--- config.mk ---
export PLATFORM = sky130hd
export DESIGN_NAME = simplified_aes_block_cipher_flat
export DESIGN_NICKNAME = d
export VERILOG_FILES = /design/src/design/saes_pkg.sv /design/src/design/saes_if.sv /design/src/design/simplified_aes_block_cipher.sv /design/src/design/saes_key_sched.sv /design/src/design/saes_rounds.sv /design/src/flat_wrapper.sv
export SDC_FILE = /design/constraint.sdc
export NUM_CORES = 1
export LEC_CHECK = 0
export BUFFER_PORTS_ARGS = -buffer_cell sky130_fd_sc_hd__buf_4
export CAP_MARGIN = 20
export CORE_MARGIN = 4
export CORE_UTILIZATION = 55
export DETAILED_ROUTE_END_ITERATION = 12
export PLACE_DENSITY = 0.74
export SYNTH_ARGS = -nofsm -noshare
export SYNTH_HDL_FRONTEND = slang
export SYNTH_SLANG_ARGS = --single-unit
export TNS_END_PERCENT = 50
--- constraint.sdc ---
create_clock -name clk -period 12.2 [get_ports clk]
set_input_delay 1.83 -clock clk [delete_from_list [all_inputs] [get_ports clk]]
set_output_delay 1.83 -clock clk [all_outputs]
set_load 0.01 [all_outputs]
--- src/design/saes_pkg.sv ---
// Types, constants and round functions of the S-AES block.
package saes_pkg;

	localparam int BLK_W = 16;
	localparam int NIB_W = 4;
	localparam int BYTE_W = 8;

	localparam logic [BYTE_W-1:0] RCON_1 = 8'b1000_0000;
	localparam logic [BYTE_W-1:0] RCON_2 = 8'b0011_0000;
	// x^4 + x + 1, the x^4 term dropped
	localparam logic [NIB_W-1:0] GF_POLY_LO = 4'b0011;

	localparam logic [NIB_W-1:0] MIX_FWD_P = 4'h1;
	localparam logic [NIB_W-1:0] MIX_FWD_Q = 4'h4;
	localparam logic [NIB_W-1:0] MIX_INV_P = 4'h9;
	localparam logic [NIB_W-1:0] MIX_INV_Q = 4'h2;

	localparam logic KIND_DECRYPT = 1'b0;
	localparam logic KIND_ENCRYPT = 1'b1;

	typedef logic [BLK_W-1:0] blk_t;
	typedef logic [NIB_W-1:0] nib_t;
	typedef logic [BYTE_W-1:0] byte_t;

	typedef struct packed {
		blk_t k0;
		blk_t k1;
		blk_t k2;
	} saes_rkeys_t;

	function automatic nib_t sbox_fwd(input nib_t n);
		nib_t r;
		case (n)
			4'h0: r = 4'h9;
			4'h1: r = 4'h4;
			4'h2: r = 4'hA;
			4'h3: r = 4'hB;
			4'h4: r = 4'hD;
			4'h5: r = 4'h1;
			4'h6: r = 4'h8;
			4'h7: r = 4'h5;
			4'h8: r = 4'h6;
			4'h9: r = 4'h2;
			4'hA: r = 4'h0;
			4'hB: r = 4'h3;
			4'hC: r = 4'hC;
			4'hD: r = 4'hE;
			4'hE: r = 4'hF;
			default: r = 4'h7;
		endcase
		return r;
	endfunction

	function automatic nib_t sbox_inv(input nib_t n);
		nib_t r;
		case (n)
			4'h0: r = 4'hA;
			4'h1: r = 4'h5;
			4'h2: r = 4'h9;
			4'h3: r = 4'hB;
			4'h4: r = 4'h1;
			4'h5: r = 4'h7;
			4'h6: r = 4'h8;
			4'h7: r = 4'hF;
			4'h8: r = 4'h6;
			4'h9: r = 4'h0;
			4'hA: r = 4'h2;
			4'hB: r = 4'h3;
			4'hC: r = 4'hC;
			4'hD: r = 4'h4;
			4'hE: r = 4'hD;
			default: r = 4'hE;
		endcase
		return r;
	endfunction

	function automatic nib_t gf_mul(input nib_t a, input nib_t b);
		nib_t acc;
		nib_t x;
		acc = '0;
		x = a;
		for (int i = 0; i < NIB_W; i++) begin
			if (b[i])
				acc = acc ^ x;
			x = {x[NIB_W-2:0], 1'b0} ^ (x[NIB_W-1] ? GF_POLY_LO : '0);
		end
		return acc;
	endfunction

	function automatic blk_t sub_fwd(input blk_t v);
		return {sbox_fwd(v[15:12]), sbox_fwd(v[11:8]), sbox_fwd(v[7:4]), sbox_fwd(v[3:0])};
	endfunction

	function automatic blk_t sub_inv(input blk_t v);
		return {sbox_inv(v[15:12]), sbox_inv(v[11:8]), sbox_inv(v[7:4]), sbox_inv(v[3:0])};
	endfunction

	// swap n1 and n3
	function automatic blk_t shift_row(input blk_t v);
		return {v[15:12], v[3:0], v[7:4], v[11:8]};
	endfunction

	// each column (top, bottom) times {p,q;q,p}
	function automatic blk_t mix(input blk_t v, input nib_t p, input nib_t q);
		nib_t m0;
		nib_t m1;
		nib_t m2;
		nib_t m3;
		m0 = gf_mul(p, v[15:12]) ^ gf_mul(q, v[11:8]);
		m1 = gf_mul(q, v[15:12]) ^ gf_mul(p, v[11:8]);
		m2 = gf_mul(p, v[7:4]) ^ gf_mul(q, v[3:0]);
		m3 = gf_mul(q, v[7:4]) ^ gf_mul(p, v[3:0]);
		return {m0, m1, m2, m3};
	endfunction

	// RotNib then SubNib on one byte
	function automatic byte_t rot_sub(input byte_t b);
		return {sbox_fwd(b[3:0]), sbox_fwd(b[7:4])};
	endfunction

	function automatic saes_rkeys_t expand(input blk_t key);
		byte_t w0;
		byte_t w1;
		byte_t w2;
		byte_t w3;
		byte_t w4;
		byte_t w5;
		saes_rkeys_t rk;
		w0 = key[15:8];
		w1 = key[7:0];
		w2 = w0 ^ RCON_1 ^ rot_sub(w1);
		w3 = w2 ^ w1;
		w4 = w2 ^ RCON_2 ^ rot_sub(w3);
		w5 = w4 ^ w3;
		rk.k0 = {w0, w1};
		rk.k1 = {w2, w3};
		rk.k2 = {w4, w5};
		return rk;
	endfunction

	localparam saes_rkeys_t RKEYS_RST = expand('0);

endpackage

--- src/design/saes_if.sv ---
// Valid/ready channel interfaces for S-AES input and result words.
interface saes_in_if import saes_pkg::*; ();
	logic valid;
	logic ready;
	logic kind;
	blk_t data_block;

	modport source(output valid, output kind, output data_block, input ready);
	modport sink(input valid, input kind, input data_block, output ready);
endinterface

interface saes_out_if import saes_pkg::*; ();
	logic valid;
	logic ready;
	blk_t result_block;

	modport source(output valid, output result_block, input ready);
	modport sink(input valid, input result_block, output ready);
endinterface

--- src/design/simplified_aes_block_cipher.sv ---
// Top level of the S-AES block cipher: key port, input stage, rounds, result stage.
// S-AES (16-bit block, 16-bit key). Writing cfg_wdata with cfg_we high loads the key
// and its three expanded round keys into a register; a word may follow in the next cycle.
// Each input word (kind 1 encrypts, 0 decrypts) is taken into an input register, passes
// both rounds in combinational logic and lands in the result register: one word per
// cycle sustained while dout is not stalled. din.ready drops only when both stages are full
// and dout is stalled. Reset leaves the all-zero key in place.
module simplified_aes_block_cipher import saes_pkg::*; (
	input logic clk,
	input logic arst_n,
	input logic cfg_we,
	input blk_t cfg_wdata,
	saes_in_if.sink din,
	saes_out_if.source dout
);

	saes_rkeys_t rkeys;
	logic vld_s1;
	logic kind_s1;
	blk_t blk_s1;
	logic vld_s2;
	blk_t res_s2;
	blk_t res_comb;
	logic adv_s2;
	logic take_s1;

	saes_key_sched u_key_sched (
		.clk(clk),
		.arst_n(arst_n),
		.cfg_we(cfg_we),
		.cfg_wdata(cfg_wdata),
		.rkeys(rkeys)
	);

	saes_rounds u_rounds (
		.kind(kind_s1),
		.data_block(blk_s1),
		.rkeys(rkeys),
		.result_block(res_comb)
	);

	assign adv_s2 = !vld_s2 || dout.ready;
	assign din.ready = !vld_s1 || adv_s2;
	assign take_s1 = din.valid && din.ready;

	always_ff @(posedge clk or negedge arst_n) begin
		if (!arst_n) begin
			vld_s1 <= 1'b0;
		end else if (din.ready) begin
			vld_s1 <= din.valid;
		end
	end

	always_ff @(posedge clk) begin
		if (take_s1) begin
			kind_s1 <= din.kind;
			blk_s1 <= din.data_block;
		end
	end

	always_ff @(posedge clk or negedge arst_n) begin
		if (!arst_n) begin
			vld_s2 <= 1'b0;
		end else if (adv_s2) begin
			vld_s2 <= vld_s1;
		end
	end

	always_ff @(posedge clk) begin
		if (adv_s2 && vld_s1) begin
			res_s2 <= res_comb;
		end
	end

	assign dout.valid = vld_s2;
	assign dout.result_block = res_s2;

endmodule

--- src/design/saes_key_sched.sv ---
// Key register and round-key expansion, loaded on each key write.
module saes_key_sched import saes_pkg::*; (
	input logic clk,
	input logic arst_n,
	input logic cfg_we,
	input blk_t cfg_wdata,
	output saes_rkeys_t rkeys
);

	saes_rkeys_t rkeys_q;

	// expanded from write data so the keys are ready the cycle after the write
	always_ff @(posedge clk or negedge arst_n) begin
		if (!arst_n) begin
			rkeys_q <= RKEYS_RST;
		end else if (cfg_we) begin
			rkeys_q <= expand(cfg_wdata);
		end
	end

	assign rkeys = rkeys_q;

endmodule

--- src/design/saes_rounds.sv ---
// Full encrypt or decrypt path of one block between the pipeline registers.
module saes_rounds import saes_pkg::*; (
	input logic kind,
	input blk_t data_block,
	input saes_rkeys_t rkeys,
	output blk_t result_block
);

	blk_t enc_a;
	blk_t enc_b;
	blk_t enc_r;
	blk_t dec_a;
	blk_t dec_b;
	blk_t dec_r;

	always_comb begin
		enc_a = data_block ^ rkeys.k0;
		enc_b = mix(shift_row(sub_fwd(enc_a)), MIX_FWD_P, MIX_FWD_Q) ^ rkeys.k1;
		enc_r = shift_row(sub_fwd(enc_b)) ^ rkeys.k2;
	end

	always_comb begin
		dec_a = data_block ^ rkeys.k2;
		dec_b = mix(sub_inv(shift_row(dec_a)) ^ rkeys.k1, MIX_INV_P, MIX_INV_Q);
		dec_r = sub_inv(shift_row(dec_b)) ^ rkeys.k0;
	end

	assign result_block = (kind == KIND_ENCRYPT) ? enc_r : dec_r;

endmodule

--- src/flat_wrapper.sv ---
// flat-port wrapper written by rule: the top's interface ports become plain ports
module simplified_aes_block_cipher_flat import saes_pkg::*;
  (clk, arst_n, cfg_we, cfg_wdata, din_valid, din_kind, din_data_block, din_ready, dout_valid, dout_result_block, dout_ready);
  saes_in_if din_i ();
  saes_out_if dout_i ();
  input logic clk;
  input logic arst_n;
  input logic cfg_we;
  input blk_t cfg_wdata;
  input wire logic [$bits(din_i.valid)-1:0] din_valid;
  input wire logic [$bits(din_i.kind)-1:0] din_kind;
  input wire logic [$bits(din_i.data_block)-1:0] din_data_block;
  output wire logic [$bits(din_i.ready)-1:0] din_ready;
  output wire logic [$bits(dout_i.valid)-1:0] dout_valid;
  output wire logic [$bits(dout_i.result_block)-1:0] dout_result_block;
  input wire logic [$bits(dout_i.ready)-1:0] dout_ready;
  assign din_i.valid = din_valid;
  assign din_i.kind = din_kind;
  assign din_i.data_block = din_data_block;
  assign din_ready = din_i.ready;
  assign dout_valid = dout_i.valid;
  assign dout_result_block = dout_i.result_block;
  assign dout_i.ready = dout_ready;
  simplified_aes_block_cipher u_core (.clk(clk), .arst_n(arst_n), .cfg_we(cfg_we), .cfg_wdata(cfg_wdata), .din(din_i), .dout(dout_i));
endmodule
**Yosys cells after proc, flatten, opt, wreduce, memory -nomap -nowiden**

Memory sizes are Yosys's and may differ from the RTL's.
Index checks and enable logic that the tools add are counted.

- Output and inout port bits: 18
- Memories: 20
- Logic and storage cells: 171
- Bits of input ports: 38
- Memory bits (read-only): 1280
- Flip-flop bits (word level): 83

Memories:

| name | words | bits a word | rd ports | clocked after Yosys merged registers in | write ports | line | text |
|---|---|---|---|---|---|---|---|
| (name not given) | 16 | 4 | 1 | 0 | 0 | saes_pkg.sv:33 | `case (n)` |
| (name not given) | 16 | 4 | 1 | 0 | 0 | saes_pkg.sv:33 |  |
| (name not given) | 16 | 4 | 1 | 0 | 0 | saes_pkg.sv:33 |  |
| (name not given) | 16 | 4 | 1 | 0 | 0 | saes_pkg.sv:33 |  |
| (name not given) | 16 | 4 | 1 | 0 | 0 | saes_pkg.sv:56 | `case (n)` |
| (name not given) | 16 | 4 | 1 | 0 | 0 | saes_pkg.sv:56 |  |
| 14 more memories | -- | -- | -- | -- | -- | -- |  |

- Reductions and logical operators: 6
- Multiplexer cells: 69
- Bitwise gates (word level): 68

Operators by type and width:

| operator | number |
|---|---|
| $xor A16 B16 Y16 | 6 |
| $mux W4 | 20 |
| $mux W3 | 20 |
| $mux W2 | 20 |
| $xor A4 B4 Y4 | 8 |
| $xor A8 B8 Y8 | 4 |
| $not A2 Y2 | 13 |
| $not A1 Y1 const A | 24 |
| $mux W16 | 1 |
| $not A1 Y1 | 13 |
| $mux W1 | 8 |
| $logic_and A1 B1 Y1 | 2 |
| $logic_not A1 Y1 | 2 |
| $logic_or A1 B1 Y1 | 2 |

**Longest topological paths before layout**

An unclocked memory read counts as a cell.

- Depth after elaboration: 13
- Gate-level depth with buffers: 15
- Depth with buffers taken out: 15

**Hierarchy**

Synthesis repeated with hierarchy kept, for this count alone.

- Cell total of the unflattened synthesis: 812
- Area, all modules: 8632.0 um2

Modules (own cells, without submodules):

| module | instances | cells an instance | area an instance (um2) | sequential area each (um2) |
|---|---|---|---|---|
| saes_rounds | 1 | 499 | 4500.6 | 0.0 |
| saes_key_sched | 1 | 272 | 3036.7 | 1214.9 |
| simplified_aes_block_cipher | 1 | 41 | 1094.8 | 1041.0 |

**Worst setup path before layout**

No wires, ideal clock.

- Path type: input -> register
- Start point: in cfg_wdata[0]
- End point: reg u_core.u_key_sched.rkeys_q, in the netlist u_core.u_key_sched.rkeys[0]
- Data required time: 12.075 ns
- Stages on the path: 10
- Path slack: 7.694 ns
- Path buffers: 0
- Library setup time: 0.125 ns
- Arrival: 4.382 ns
- Path through: inv_1 ha_1 mux4_2 xnor2_1 xnor2_1 inv_1 ha_1 mux4_2 xnor2_1 mux2_2

- Longest elaborated chain between the ends: 8

Ends and longest elaborated chain:

| what | line | text |
|---|---|---|
| start, declared | flat_wrapper.sv:9 | `input blk_t cfg_wdata;` |
| $mem_v2 Z16 W4 | -- |  |
| $mux W4 | saes_key_sched.sv:16 | `end else if (cfg_we) begin` |
| $xor A8 B8 Y8 | saes_pkg.sv:131 | `w2 = w0 ^ RCON_1 ^ rot_sub(w1);` |
| $xor A8 B8 Y8 * | saes_pkg.sv:132 | `w3 = w2 ^ w1;` |
| $mem_v2 Z16 W4 | -- |  |
| $mux W4 | saes_key_sched.sv:16 |  |
| $xor A8 B8 Y8 | saes_pkg.sv:133 | `w4 = w2 ^ RCON_2 ^ rot_sub(w3);` |
| $xor A8 B8 Y8 * | saes_pkg.sv:134 | `w5 = w4 ^ w3;` |
| end signal, assigned | saes_key_sched.sv:17 | `rkeys_q <= expand(cfg_wdata);` |
| end, declared | saes_key_sched.sv:10 | `saes_rkeys_t rkeys_q;` |

Mark *: on every way between the ends. The rest lies on a longest branch, timed or not. The select of a mux whose other input is x is not followed.
A chain may end at the register's enable or synchronous reset.

**Worst setup path in the final report**

- Start point: in cfg_wdata[1]
- End point: reg u_core.u_key_sched.rkeys_q, in the netlist u_core.u_key_sched.rkeys[0]

- Longest elaborated chain between the ends: 8

Ends and longest elaborated chain:

| what | line |
|---|---|
| $mem_v2 Z16 W4 | -- |
| $mux W4 | saes_key_sched.sv:16 |
| $xor A8 B8 Y8 | saes_pkg.sv:131 |
| $xor A8 B8 Y8 | saes_pkg.sv:132 |
| $mem_v2 Z16 W4 | -- |
| $mux W4 | saes_key_sched.sv:16 |
| $xor A8 B8 Y8 | saes_pkg.sv:133 |
| $xor A8 B8 Y8 | saes_pkg.sv:134 |

No other way between the ends. The select of a mux whose other input is x is not followed.

==> impl_metrics.toml <==
[outcome]
status = "complete, no violations"

[route]
via_per_inst = 5.67
num_vias = 5769
drt-total-wl_mm = 18.5
drt_iter0_drc = 464
drt-pass1-iter-count = 7
drcViolationCount = 0
wire_per_inst_um = 18.2
ant_nets = 0

[yosys]
synthAdderAreaFrac_pct = 18.0
yosysWarnings = 0
synth_top_family_by_area = "XOR/XNOR gates"
yosysTopAreaCell = "ha_1"
mappedNetlistNets = 930
synth_mux_area_share_pct = 14.7
yosysMostFrequentCell = "ha_1"
synthTopCellsByCount = "117 x ha_1, 95 x xnor2_1, 68 x inv_1, 62 x xor2_1, 42 x mux2_2"
ys_seq_area_share_pct = 27.7
ys_types = 57
yosysTopAreaCellShare_pct = 18.0
synth_compound_area_share_pct = 7.74
synth_seq_cells = 83
synthXorXnorAreaFrac_pct = 19.7
avgSynthCellArea_um2 = 10.5
synthFlopType = "dfrtp_1"
yosys.area_share.simple_pct = 8.32
synth-async-reset-ratio_pct = 60.2
synthTopCellsByArea = "ha_1 18%, edfxtp_1 12%, dfrtp_1 12%"
netlist_area_um2 = 8130
synth_cells = 775
synth_edf_count = 33

[timing]
finClkSkew_ns = 0.00496
min_period_over_period_pct = 38.6
rsz0062_at_grt = "false"
tns_ns = 0
hold_viol = 0
finalSetupViolCount = 0
fmax_mhz = 212
relSlewSlack_pct = 30.6
finalWorstSetupSlack_ns = 7.49
tightest_slew_ns = 1.04
drv_slew = 0
layout_min_cycle_time_ns = 4.71

[clock_network]
post_cts_buffers = 0
cts.reportedPaths.clkPinSlew_ns = 0.07
htreeDepth = 3
cts_root_buf = "clkbuf_16"
cts_resized = 0
clock_latency_ns = 0.35
cts_hold_buf = 0
numClockSinks = 83
cts_buffer_depth = 2
numCtsBuffers = 9
cts_tree = "built"

[global_routing]
grt_pass1_vias = 5878
grt_max_degree = 60
track_usage_pct = 22.7
globalRouteOverflowTotal = 0
grt_antenna_before_repair = 0
grt_first_pass_wirelength_mm = 29.8

[critical_path]
cp_max_fo = 8
crit_arrival_ns = 4.94
worst_setup_path_start_kind = "input pin"
required_ns = 12.44
critical_path_class = "input pin to register"
critPathCaptureType = "register"

[final_layout]
seq_area_um2 = 2260
fin_cells = 1017
syn2layout_area_growth_pct = 11.2
diodes = 0
multi_input_area_um2 = 5570
layout-drive-gt1-share_pct = 19.1
final_nets = 983
fin_util_pct = 62.2
fill_cells = 1164

[placement]
place.gp.congestion = 0.929
dp_slack_ns = 7.20
dp_hpwl_mm = 14.2
io_buffers = 55
dp_cells = 1001

[die]
io_pins = 56
std_cell_rows = 44
die_w_um = 130
dieArea_um2 = 16800
core_um2 = 14500
start_util_pct = 56.0
die_y_um = 130

[flow_run]
drv_cap = 0

[worst_hold_path]
min_path_type = "register to register"
==> cells by family after synthesis <==
family	count (synthesis)
xor+xnor	171
simple gates	129
fa+ha+maj	117
compound gates	100
mux	93
flops	83
buf+inv	82
==> cells in the final DEF (no fill, tap or decap), types with 11 or more instances in the layout <==
master     instances
edfxtp_1          33
clkbuf_16         11
xor2_1            62
xnor2_1           95
nor3_1            21
buf_4             56
nor2_1            25
a21oi_1           34
o21ai_0           23
dfrtp_1           39
ha_1             117
mux4_2            13
inv_1             68
dfstp_2           11
mux2i_1           35
mux2_2            42
nand2_1           27
==> registers in the layout (all words and copies together), names as in the netlist <==
name / cells
u_core.blk_s1: 16
u_core.dout.result_block: 16
u_core.dout.valid: 1
u_core.kind_s1: 1
u_core.u_key_sched.rkeys: 48
u_core.vld_s1: 1
==> layout make-up <==
type | instances | share of cell area, %
clock buffers | 11 | 3.04
clock inverters | 5 | 0.443
inverters | 68 | 2.82
multi-input cells | 610 | 61.6
flip-flops and latches | 83 | 24.9
well taps | 184 | 2.55
repair buffers | 56 | 4.65
==> final timing paths <==
path	from	end	slack, ns	depth (start not counted)
max in group asynchronous	arst_n	u_core.u_key_sched.rkeys[45]$_DFFE_PN0P_	10.21	1
worst min-delay path	u_core.vld_s1$_DFFE_PN0N_	u_core.dout.valid$_DFFE_PN0P_	0.49	1
worst max-delay path	cfg_wdata[1]	u_core.u_key_sched.rkeys[0]$_DFFE_PN0P_	7.49	12
worst max register to register	u_core.blk_s1[0]$_DFFE_PP_	u_core.dout.result_block[12]$_DFFE_PP_	7.67	12
min in group asynchronous	arst_n	u_core.u_key_sched.rkeys[40]$_DFFE_PN0P_	1.53	1
worst min register to register	u_core.vld_s1$_DFFE_PN0N_	u_core.dout.valid$_DFFE_PN0P_	0.49	1
==> through the flow <==
stage                     hold WS (ns)  instance area [um2]
after CTS                        0.497                 9040
after global routing             0.529                 9040
after global placement           0.462                 8730
after detailed placement         0.480                 8730
final                            0.490                 9040
after floorplan                  0.449                 8130
==> routing by layer <==
metal	track usage, %	wire [um]	vias up
li1	-	-	2761
met1	30.7	8530	2828
met2	37.7	8830	141
met3	2.76	679	39
met4	7.82	447	0
met5	0	0	-
==> critical path: stages <==
cell,delay [ns]
buf_4,0.15
inv_1,0.15
ha_1,0.22
mux2i_1,0.09
a22oi_1,0.25
xnor2_1,0.17
xnor2_1,0.60
inv_1,0.21
ha_1,0.35
mux4_2,0.51
xnor2_1,0.15
mux2_2,0.26
Power is left out: the tool's default activity adds up to more than one toggle a clock period on the data nets, which glitch-free logic cannot reach.
